===== config.mk =====
export PLATFORM = sky130hd
export DESIGN_NAME = bpa_ctrl
export DESIGN_NICKNAME = d
export VERILOG_FILES = /design/src/hw/rtl/bpa_pkg.sv /design/src/hw/rtl/bpa_ctrl.sv
export SDC_FILE = /design/constraint.sdc
export NUM_CORES = 1
export LEC_CHECK = 0
export ABC_CLOCK_PERIOD_IN_PS = 2700
export BUFFER_PORTS_ARGS = -buffer_cell sky130_fd_sc_hd__buf_4
export CAP_MARGIN = 40
export CORE_MARGIN = 2
export CORE_UTILIZATION = 45
export CTS_CLUSTER_SIZE = 25
export DETAILED_ROUTE_END_ITERATION = 10
export PLACE_DENSITY = 0.75
export SLEW_MARGIN = 30
export SYNTH_ARGS = -nofsm -noshare
export SYNTH_HDL_FRONTEND = slang
export SYNTH_SLANG_ARGS = --single-unit
export TNS_END_PERCENT = 10

===== constraint.sdc =====
create_clock -name clk_i -period 2.7 [get_ports clk_i]
set_input_delay 0.405 -clock clk_i [delete_from_list [all_inputs] [get_ports clk_i]]
set_output_delay 0.405 -clock clk_i [all_outputs]
set_load 0.02 [all_outputs]

===== src/hw/rtl/bpa_pkg.sv =====
`default_nettype none
package bpa_pkg;

  localparam int unsigned TopOrder = 10;
  localparam int unsigned Depth    = 1 << TopOrder;
  localparam int unsigned PageW    = TopOrder;
  localparam int unsigned CntW     = TopOrder + 1;
  localparam int unsigned OrdW     = 4;

  typedef enum logic [1:0] {
    ST_OK      = 2'd0,
    ST_NOSPACE = 2'd1,
    ST_BADFREE = 2'd2
  } status_e;

  typedef enum logic [3:0] {
    CMD_NONE,
    CMD_CLR,
    CMD_LOAD,
    CMD_WALK_INIT,
    CMD_WALK_RD,
    CMD_WALK_STEP,
    CMD_PICK,
    CMD_SPLIT,
    CMD_TAKE,
    CMD_FREE_RD,
    CMD_UNMARK,
    CMD_MERGE_RD,
    CMD_MERGE,
    CMD_PLACE,
    CMD_FAIL_ALLOC,
    CMD_FAIL_FREE
  } cmd_e;

  // one word per page: head marks and block order
  typedef struct packed {
    logic            free;
    logic            used;
    logic [OrdW-1:0] ord;
  } entry_t;

  typedef struct packed {
    logic cfg_wr;
    logic clr_done;
    logic op_free;
    logic alloc_bad;
    logic walk_last;
    logic found;
    logic split_more;
    logic free_bad;
    logic merge_top;
    logic merge_ok;
  } stat_t;

  // smallest order whose block holds n pages
  function automatic logic [OrdW-1:0] order_for(input logic [CntW-1:0] n);
    logic [OrdW-1:0] k;
    k = '0;
    for (int i = 0; i < CntW; i++) begin
      if (((CntW+1)'(1) << i) < {1'b0, n}) k = OrdW'(i + 1);
    end
    return k;
  endfunction

  // order of the pool for a configured page count
  function automatic logic [OrdW-1:0] pool_order(input logic [CntW-1:0] pages);
    logic [CntW-1:0] n;
    logic [OrdW-1:0] k;
    n = pages;
    if (n == '0) n = CntW'(1);
    if (n > CntW'(Depth)) n = CntW'(Depth);
    k = '0;
    for (int i = 0; i <= TopOrder; i++) begin
      if ((CntW'(1) << i) <= n) k = OrdW'(i);
    end
    return k;
  endfunction

endpackage
`default_nettype wire


===== src/hw/rtl/bpa_ctrl.sv =====
`default_nettype none
module bpa_ctrl (
  input  wire logic           clk_i,
  input  wire logic           rst_ni,
  input  wire bpa_pkg::stat_t stat_i,
  input  wire logic           in_valid_i,
  output logic                in_ready_o,
  output logic                out_valid_o,
  input  wire logic           out_ready_i,
  output bpa_pkg::cmd_e       cmd_o,
  output logic                out_load_o
);
  import bpa_pkg::*;

  typedef enum logic [11:0] {
    S_CLEAR     = 12'b0000_0000_0001,
    S_IDLE      = 12'b0000_0000_0010,
    S_DECODE    = 12'b0000_0000_0100,
    S_WALK_RD   = 12'b0000_0000_1000,
    S_WALK_CHK  = 12'b0000_0001_0000,
    S_PICK      = 12'b0000_0010_0000,
    S_SPLIT     = 12'b0000_0100_0000,
    S_FREE_RD   = 12'b0000_1000_0000,
    S_FREE_CHK  = 12'b0001_0000_0000,
    S_MERGE_RD  = 12'b0010_0000_0000,
    S_MERGE_CHK = 12'b0100_0000_0000,
    S_DONE      = 12'b1000_0000_0000
  } state_e;

  state_e state_q, state_d;
  logic   out_valid_q, out_valid_d;
  logic   in_fire;

  assign in_ready_o  = (state_q == S_IDLE) && !stat_i.cfg_wr;
  assign in_fire     = in_valid_i && in_ready_o;
  assign out_valid_o = out_valid_q;

  always_comb begin
    state_d     = state_q;
    cmd_o       = CMD_NONE;
    out_load_o  = 1'b0;
    out_valid_d = out_valid_q && !out_ready_i;
    unique case (state_q)
      S_CLEAR: begin
        cmd_o = CMD_CLR;
        if (stat_i.clr_done) state_d = S_IDLE;
      end
      S_IDLE: begin
        if (in_fire) begin
          cmd_o   = CMD_LOAD;
          state_d = S_DECODE;
        end
      end
      S_DECODE: begin
        if (stat_i.op_free) begin
          state_d = S_FREE_RD;
        end else if (stat_i.alloc_bad) begin
          cmd_o   = CMD_FAIL_ALLOC;
          state_d = S_DONE;
        end else begin
          cmd_o   = CMD_WALK_INIT;
          state_d = S_WALK_RD;
        end
      end
      S_WALK_RD: begin
        cmd_o   = CMD_WALK_RD;
        state_d = S_WALK_CHK;
      end
      S_WALK_CHK: begin
        cmd_o   = CMD_WALK_STEP;
        state_d = stat_i.walk_last ? S_PICK : S_WALK_RD;
      end
      S_PICK: begin
        if (stat_i.found) begin
          cmd_o   = CMD_PICK;
          state_d = S_SPLIT;
        end else begin
          cmd_o   = CMD_FAIL_ALLOC;
          state_d = S_DONE;
        end
      end
      S_SPLIT: begin
        if (stat_i.split_more) begin
          cmd_o = CMD_SPLIT;
        end else begin
          cmd_o   = CMD_TAKE;
          state_d = S_DONE;
        end
      end
      S_FREE_RD: begin
        cmd_o   = CMD_FREE_RD;
        state_d = S_FREE_CHK;
      end
      S_FREE_CHK: begin
        if (stat_i.free_bad) begin
          cmd_o   = CMD_FAIL_FREE;
          state_d = S_DONE;
        end else begin
          cmd_o   = CMD_UNMARK;
          state_d = S_MERGE_RD;
        end
      end
      S_MERGE_RD: begin
        if (stat_i.merge_top) begin
          cmd_o   = CMD_PLACE;
          state_d = S_DONE;
        end else begin
          cmd_o   = CMD_MERGE_RD;
          state_d = S_MERGE_CHK;
        end
      end
      S_MERGE_CHK: begin
        if (stat_i.merge_ok) begin
          cmd_o   = CMD_MERGE;
          state_d = S_MERGE_RD;
        end else begin
          cmd_o   = CMD_PLACE;
          state_d = S_DONE;
        end
      end
      S_DONE: begin
        // out_load_o in this state gives the datapath CMD_NONE, which loads the output register
        if (!out_valid_q || out_ready_i) begin
          out_load_o  = 1'b1;
          out_valid_d = 1'b1;
          state_d     = S_IDLE;
        end
      end
      default: state_d = S_CLEAR;
    endcase
    if (stat_i.cfg_wr) state_d = S_CLEAR;
  end

  always_ff @(posedge clk_i or negedge rst_ni) begin
    if (!rst_ni) begin
      state_q     <= S_CLEAR;
      out_valid_q <= 1'b0;
    end else begin
      state_q     <= state_d;
      out_valid_q <= out_valid_d;
    end
  end

  a_accept_decode: assert property (@(posedge clk_i) disable iff (!rst_ni)
    in_fire |=> state_q == S_DECODE)
    else $error("accepted beat not followed by decode");

  a_valid_from_done: assert property (@(posedge clk_i) disable iff (!rst_ni)
    $rose(out_valid_q) |-> $past(state_q == S_DONE))
    else $error("result raised outside done state");

  a_cfg_clears: assert property (@(posedge clk_i) disable iff (!rst_ni)
    stat_i.cfg_wr |=> state_q == S_CLEAR)
    else $error("pool write did not start clearing pass");

endmodule
`default_nettype wire

=== After elaboration in Yosys (flattened, before gate mapping) ===
Index checks and enable logic that the tools add are counted.

* Equal/unequal tests: 16
* Mux-type cells: 26
* Reduce and logical (&&, ||, !) cells: 8

{| class="wikitable"
|+ Operator list
! cell !! number
|-
| $pmux 12 s12 || 1
|-
| $mux 12 || 11
|-
| $pmux 4 s11 || 1
|-
| $mux 4 || 4
|-
| $eq 12x1->1 const B || 1
|-
| $eq 12x10->1 const B || 1
|-
| $eq 12x11->1 const B || 1
|-
| $eq 12x12->1 const B || 1
|-
| $eq 12x2->1 const B || 1
|-
| $eq 12x3->1 const B || 1
|-
| $eq 12x4->1 const B || 1
|-
| $eq 12x5->1 const B || 1
|-
| $eq 12x6->1 const B || 1
|-
| $eq 12x7->1 const B || 1
|-
| $eq 12x8->1 const B || 1
|-
| $eq 12x9->1 const B || 1
|-
| $ne 3x3->1 const B || 4
|-
| $mux 3 || 2
|-
| $mux 6 || 1
|-
| $mux 1 || 5
|-
| $reduce_and 4->1 || 1
|-
| $logic_and 1x1->1 || 3
|-
| $logic_not 1->1 || 3
|-
| $mux 2 || 1
|-
| $logic_or 1x1->1 || 1
|}

* Register bits: 13
* Input port bits: 14
* Output and inout bits: 7

=== Logic depth before layout (Yosys ltp) ===
Gate-level depths: netlist of run 1.

* Depth after elaboration: 6
* Gate-level depth with buffers: 6
* Gate-level depth less buffers: 4

=== Least setup slack after synthesis of run 1 ===
Ideal clock, no wire load.

* Kind: register -> output
* Start point: reg state_q[1]
* End point: out cmd_o[3]
* Arrival: 1.515 ns
* Required time: 2.295 ns
* Path slack: 0.780 ns
* Stages on the path, launching flop included: 6
* Path buffers: 2
* Cell sequence: dfrtp_1 -> buf_6 -> nor4_4 -> buf_6 -> nand4_1 -> o211ai_1

* Word-level cells in the longest chain between the ends: 2
* Elaborated cells on any way between the ends: 12

{| class="wikitable"
|+ Ends and longest elaborated chain
! what !! line !! source
|-
| start: declaration || bpa_ctrl.sv:30 || <nowiki>state_e state_q, state_d;</nowiki>
|-
| start signal: assignment || bpa_ctrl.sv:139 || <nowiki>state_q <= state_d;</nowiki>
|-
| $eq 12x11->1, or another cell as far along || bpa_ctrl.sv:43 || <nowiki>unique case (state_q)</nowiki>
|-
| $pmux 4 s11 (*) || bpa_ctrl.sv:43 ||
|-
| end: declaration || bpa_ctrl.sv:10 || <nowiki>output bpa_pkg::cmd_e cmd_o,</nowiki>
|}

Mark *: on every way between the ends. The rest lies on a longest branch, timed or not.

=== Worst setup path in the final report of run 1 ===
* Start point: reg state_q[2]
* End point: out cmd_o[2]

The elaborated chain is that of the path after synthesis.

==> results of run 1 <==
state kept, by name (all words and copies together) (netlist names):
signal,cells
out_valid_o,1
state_q,12
cells in the final DEF, fill, tap and decap left out, drive strengths merged, types with 3 or more instances in the layout:
cell type / count
nor2: 8
dfrtp: 12
nor3: 5
xor2: 3
and3: 3
clkbuf: 4
o21ai: 3
inv: 7
o2111ai: 3
buf: 24
nor3b: 3
nand2: 3
nor4: 7
a31oi: 3
nand3: 9
nor4b: 5
nand4: 11
power by group:
group | leakage (uW) | internal [uW] | total (uW) | switching [uW]
clock | 0.0000150 | 57.4 | 125 | 67.7
sequential | 0.000177 | 217 | 248 | 30.6
combinational | 0.000360 | 156 | 346 | 190
what timing repair did:
| action | CTS | global route |
|---|---|---|
| endpoints found under the setup margin | 1 | 1 |
| hold endpoints to repair | 12 | 0 |
| resized for setup | 1 | 3 |
| hold buffers | 1 | 0 |
area by class of cell:
| class | count | share of cell area |
|---|---|---|
| Inverter | 7 | 0.0210 |
| Multi-Input combinational cell | 88 | 0.518 |
| Timing Repair Buffer | 25 | 0.152 |
| Sequential cell | 13 | 0.260 |
| Tap cell | 28 | 0.0279 |
| Clock buffer | 4 | 0.0210 |
worst max path at each step:
stage                     slack, ns        to  cells past startpoint
final                          0.20  cmd_o[2]                      6
after detailed placement       0.31  cmd_o[0]                      6
after global placement         0.44  cmd_o[0]                      6
after CTS                      0.10  cmd_o[0]                      6
after floorplan                0.78  cmd_o[3]                      5
after global routing           0.07  cmd_o[0]                      6
through the flow:
| stage | util | area [sq um] |
|---|---|---|
| 4_1_cts | 0.562 | 1230 |
| 6_report | 0.572 | 1250 |
| 5_1_grt | 0.572 | 1250 |
| 2_1_floorplan | - | 1020 |
| 3_3_place_gp | 0.543 | 1190 |
| 3_5_place_dp | 0.543 | 1190 |
per-layer routing:
| metal | track usage | share of wire | routed length [um] |
|---|---|---|---|
| met5 | 0 | 0 | 0 |
| met3 | 0.0345 | 0.068 | 185 |
| met2 | 0.382 | 0.48 | 1330 |
| met1 | 0.296 | 0.43 | 1190 |
| met4 | 0.0789 | 0.013 | 35 |
cell families (layout without fill, tap and decap cells):
kind of cell	Yosys count	in the layout
AO/OA/AOI/OAI	23	23
AND/OR/NAND/NOR	62	62
XOR/XNOR	3	3
buffers and inverters	14	36
flip-flops	13	13
==> impl_results.md, run 1 <==
- Outcome: completed
- Initial antenna violation count: 0
- Hold Path End: state_q[10]
- Fillers: 209
- Crit path from: state_q[2]
- Worst Setup Slack, final: around 0.20 ns
- Clk sinks: 13
- Reg2reg end: state_q[0]
- Root Driver: clkbuf_4
- Seq/Total Area, Yosys: 0.319
- Async S/R FF share, synth: 1.00
- Diode count: 0
- Critical Path AT: 2.10 ns
- Die Height: 51.7 um
- Worst-margin pin slew: about 0.44 ns
- Inst Count DP: 160
- Pleak: 0.000552 uW
- Final period utilization: 0.928
- Skew-Pair Late Insertion Delay: ~0.28 ns
- Aggregate global routing overflow: 0
- Max-cap violations: 0
- CP Class: reg2out
- Starting Density: 0.468
- CTS Buf Count: 3
- Antenna Violating Nets Remaining: 0
- Share of cells above drive strength 1: 0.263
- Reg2Reg Setup Slack: 0.74 ns
- Top cells by area, synth: dfrtp_1 29%, nand4_1 6.1%, nor4b_1 4.3%, nor4_4 4.2%, nand3_1 3.9%
- Hold_sp: stat_i[1]
- Largest net degree at the start of global routing: 14
- Synthesized area: approximately 1000 sq um
- Fmax: 0.399 GHz
- Core area: about 2200 sq um
- Row count: 17
- IO Port Bufs: 20
- Distinct cells, synth: 45
- Worst hold path class: in2reg
- Slew Viols, Final: 0
- Origin of the critical flop-to-flop path: state_q[2]
- Drt pass-1 iters: 4
- Commonest cells in the netlist: 12 x dfrtp_1, 10 x nand4_1, 8 x nand3_1, 8 x nor2_1, 7 x inv_1
- Top FF cell, synth: dfrtp_1
- Yosys Warn Count: 0
- Crit-path cells: nor4_4, buf_4, nand3_1, and3_1, nand3_1, buf_4
- Vias in the first global route: approximately 990
- Mapped Avg Cell Area: between 8 and 9 sq um
- Worst EP required: 2.30 ns
- Initial DRC Count: 33
- Compound-cell area share of the yosys netlist: 0.176
- Area of the multi-input gates: about 650 sq um
- Fraction of the mapped netlist area in adder cells: 0
- R2R depth: 5
- Power, Total: roughly 720 uW
- Clock Tree Buf Depth: 2
- Vias per cell: around 6.3
- CP max stage delay: approximately 0.49 ns
- Postcts setup bufs: 0
- Drt wl/cell: 16.6 um
- Final hold vios: 0
- Via count: between 1000 and 1500
- Unrepaired setup endpoints after global routing: false
- Post-DP HPWL: around 2000 um
- Synth Area in XOR/XNOR: 0.0256
- # setup viols final: 0
- First-pass GRT wire length: about 4600 um
- Simple-gate share of the synthesized area: 0.404
- Mapped Nets: around 130
- CP max stage cell: dfrtp_1
- Leading area contributor after synthesis: dfrtp_1
- Worst hold path stage count: 2
- Peak supply drop: approximately 0.00034 V
- CP delay by family, top: simple AND/OR/NAND/NOR gates
- Total GRT Usage: 0.227
- Most frequent cell after synthesis: dfrtp_1
- Buf+Inv Stages, Crit Path: 2
- Startpoint types: flip-flop
- DRC: 0
- Yosys reg bits: 13
- Post-layout nets: roughly 150
- Die W: a little over 50 um
- Crit path max fanout: 8
- Synth-to-Final Area Change: 22.3%
- Dpl ws: slightly above 0.3 ns
- H-tree lvl count: 1
- FF/Latch Area: around 330 sq um
- Post-synth EDFFs: 0
- Placer Congestion: 0.918
- Final cell count without fillers: around 170
- Clock-pin slew on the worst setup and hold paths: ~0.090 ns
- Synthesized instance count: 115
- Clock skew: about 0.006 ns
- Pwr Density: approximately 570 nW/um^2
- WHS: approximately 0.29 ns
- Mux contribution to synthesized area: 0
- Setup crit end kind: primary output
- Top-area cell type share of the netlist area: 0.293
- CTS tree: done
- IO Count: 21
- Final setup TNS: 0 ns
- Total Wirelength: 2740 um
- Fin crit period: 2.50 ns
- Largest family of logic cells by synthesized area: simple AND/OR/NAND/NOR gates
- DIE AREA: 2670 sq um
- Slew HR: 0.701
(Power assumes the default switching activity.)
==> inputs of run 2 (changes only) <==
CORE_UTILIZATION = 35   (was 45)
PLACE_DENSITY = 0.62   (was 0.75)
==> impl_results.md, run 2 (same netlist as run 1, synthesis figures left out) <==
- Share of cells above drive strength 1: 0.265 (+0.00193)
- Cell area after layout: 1250 sq um (-0.50%)
- Worst EP required: 2.30 ns (about the same)
- Fillers: 269 (+29%)
- Area of the multi-input gates: 633 sq um (-2.5%)
- Initial DRC Count: 30 (-9.1%)
- Worst Setup Slack, final: 0.144 ns (-0.0518 ns)
- Drt pass-1 iters: 4 (unchanged)
- DIE AREA: 3380 sq um (+26%)
- Diode count: 0 (unchanged)
- CP max stage cell: dfrtp_1
- Final setup TNS: 0 ns (unchanged)
- Clk sinks: 13 (unchanged)
- Largest reg by FF count: state_q
- Antenna Violating Nets Remaining: 0 (unchanged)
- Largest net degree at the start of global routing: 14 (unchanged)
- Die Height: 58.1 um (+12%)
- Final hold vios: 0 (unchanged)
- H-tree lvl count: 1 (unchanged)
- CP Class: reg2out
- Vias per cell: 6.17 (-2.7%)
- FF/Latch Area: 328 sq um (+0.38%)
- Max-cap violations: 0 (unchanged)
- IO Count: 21 (unchanged)
- Postcts setup bufs: 0 (unchanged)
- # setup viols final: 0 (unchanged)
- DP Area: 1200 sq um (+0.74%)
- Root Driver: clkbuf_4
- Unrepaired setup endpoints after global routing: true
- Clock-pin slew on the worst setup and hold paths: 0.09 ns (about the same)
- Final period utilization: 0.947 (+0.0192)
- DRC: 0 (unchanged)
- Worst path most repeated cell: buf_4
- Via count: 1030 (-1.5%)
- Total GRT Usage: 0.167 (-0.0604)
- Synth-to-Final Area Change: 21.7%
- Setup crit end kind: primary output
- Critical Path AT: 2.15 ns (+0.05 ns)
- Outcome: completed
- Crit-path cells: nor4_4, buf_4, nand3_1, nor4_2, or3_1, buf_4
- Crit path max fanout: 9 (+1)
- Pleak: 0.000542 uW (-1.9%)
- Total Wirelength: 2650 um (-3.3%)
- Aggregate global routing overflow: 0 (unchanged)
- Placer Congestion: 0.872 (-5.0%)
- Worst-margin pin slew: 0.469 ns (+0.0276 ns)
- Post-DP HPWL: 2010 um (-1.3%)
- CTS tree: done
- Commonest non-fill, non-tap cell in the layout: buf_4
- Pwr Density: 556 nW/um^2 (-3.1%)
- Row count: 19 (+2)
- Most frequent cells in the layout: 22 x buf_4, 11 x dfrtp_1, 10 x nand4_1
- Skew-Pair Late Insertion Delay: 0.28 ns (about the same)
- Startpoint types: flip-flop
- Dpl ws: 0.389 ns (+0.0782 ns)
- Peak supply drop: 0.000555 V (+66%)
- Slew Viols, Final: 0 (unchanged)
- Max FFs per register: 12 (unchanged)
- CP max stage delay: 0.46 ns (-0.03 ns)
- Clock skew: 0.00865 ns (+0.00272 ns)
- Vias in the first global route: 931 (-5.9%)
- Slew HR: 0.683 (-0.0186)
- Drt wl/cell: 15.9 um (-4.5%)
- IO Port Bufs: 20 (unchanged)
- Core area: 2760 sq um (+26%)
- Fin crit period: 2.56 ns (+0.0518 ns)
- Starting Density: 0.372 (-0.0961)
- Die W: 58.1 um (+12%)
- First-pass GRT wire length: 4350 um (-4.8%)
- Initial antenna violation count: 0 (unchanged)
- Clock Tree Buf Depth: 2 (unchanged)
- CTS Buf Count: 3 (unchanged)
- Worst hold path class: in2reg
- Post-layout nets: 151 (-0.66%)
- Fmax: 0.391 GHz (-2.0%)
## run 2: worst paths after layout
path	to	startpoint	cells past startpoint	slack, ns
min in group asynchronous	state_q[3]	rst_ni	2	0.49
max in group asynchronous	state_q[0]	rst_ni	2	1.97
worst max register to register	state_q[0]	state_q[1]	5	0.74
worst min-delay path	state_q[10]	stat_i[1]	2	0.30
worst max-delay path	cmd_o[0]	state_q[5]	6	0.14
worst min register to register	out_valid_o	out_valid_o	2	0.55
## run 2: stage by stage
stage / instances / total power (uW) / hold WS (ns) / util
3_3_place_gp: 162 / 561 / 0.263 / 0.434
4_1_cts: 167 / 685 / 0.301 / 0.447
5_1_grt: 167 / 733 / 0.311 / 0.452
3_5_place_dp: 162 / 559 / 0.265 / 0.434
2_1_floorplan: 115 / 497 / 0.109 / -
6_report: 167 / 693 / 0.299 / 0.452
## run 2: layout make-up
class / count / area share
multi-input combinational: 88 / 0.508
sequential: 13 / 0.263
timing repair buffer: 24 / 0.156
tap: 31 / 0.0311
clock buffer: 4 / 0.0211
inverter: 7 / 0.0211
## run 2: metal layers
layer,global-route usage,wire [um],up-vias
met5,0,0,-
met4,0.0498,29,0
met3,0.0156,197,4
met2,0.281,1260,46
met1,0.227,1160,488
li1,-,-,492
## run 2: critical path, delay by kind of cell (launching register included)
kind,cells,cell delay [ns]
buffers and inverters,2,0.36
flip-flops,1,0.46
AND/OR/NAND/NOR,4,1.04
## run 2: repair_timing
item                                   4_1_cts  5_1_grt
endpoints found under the hold margin       12        0
setup endpoints to repair                    0        3
gates resized for setup                      0        3
hold buffers                                 1        0
## run 2: power breakdown
group | total (uW) | switching [uW] | internal [uW]
Sequential | 264 | 45.9 | 218
Clock | 126 | 68.5 | 57.4
Combinational | 303 | 156 | 146
Total | 693 | 271 | 422
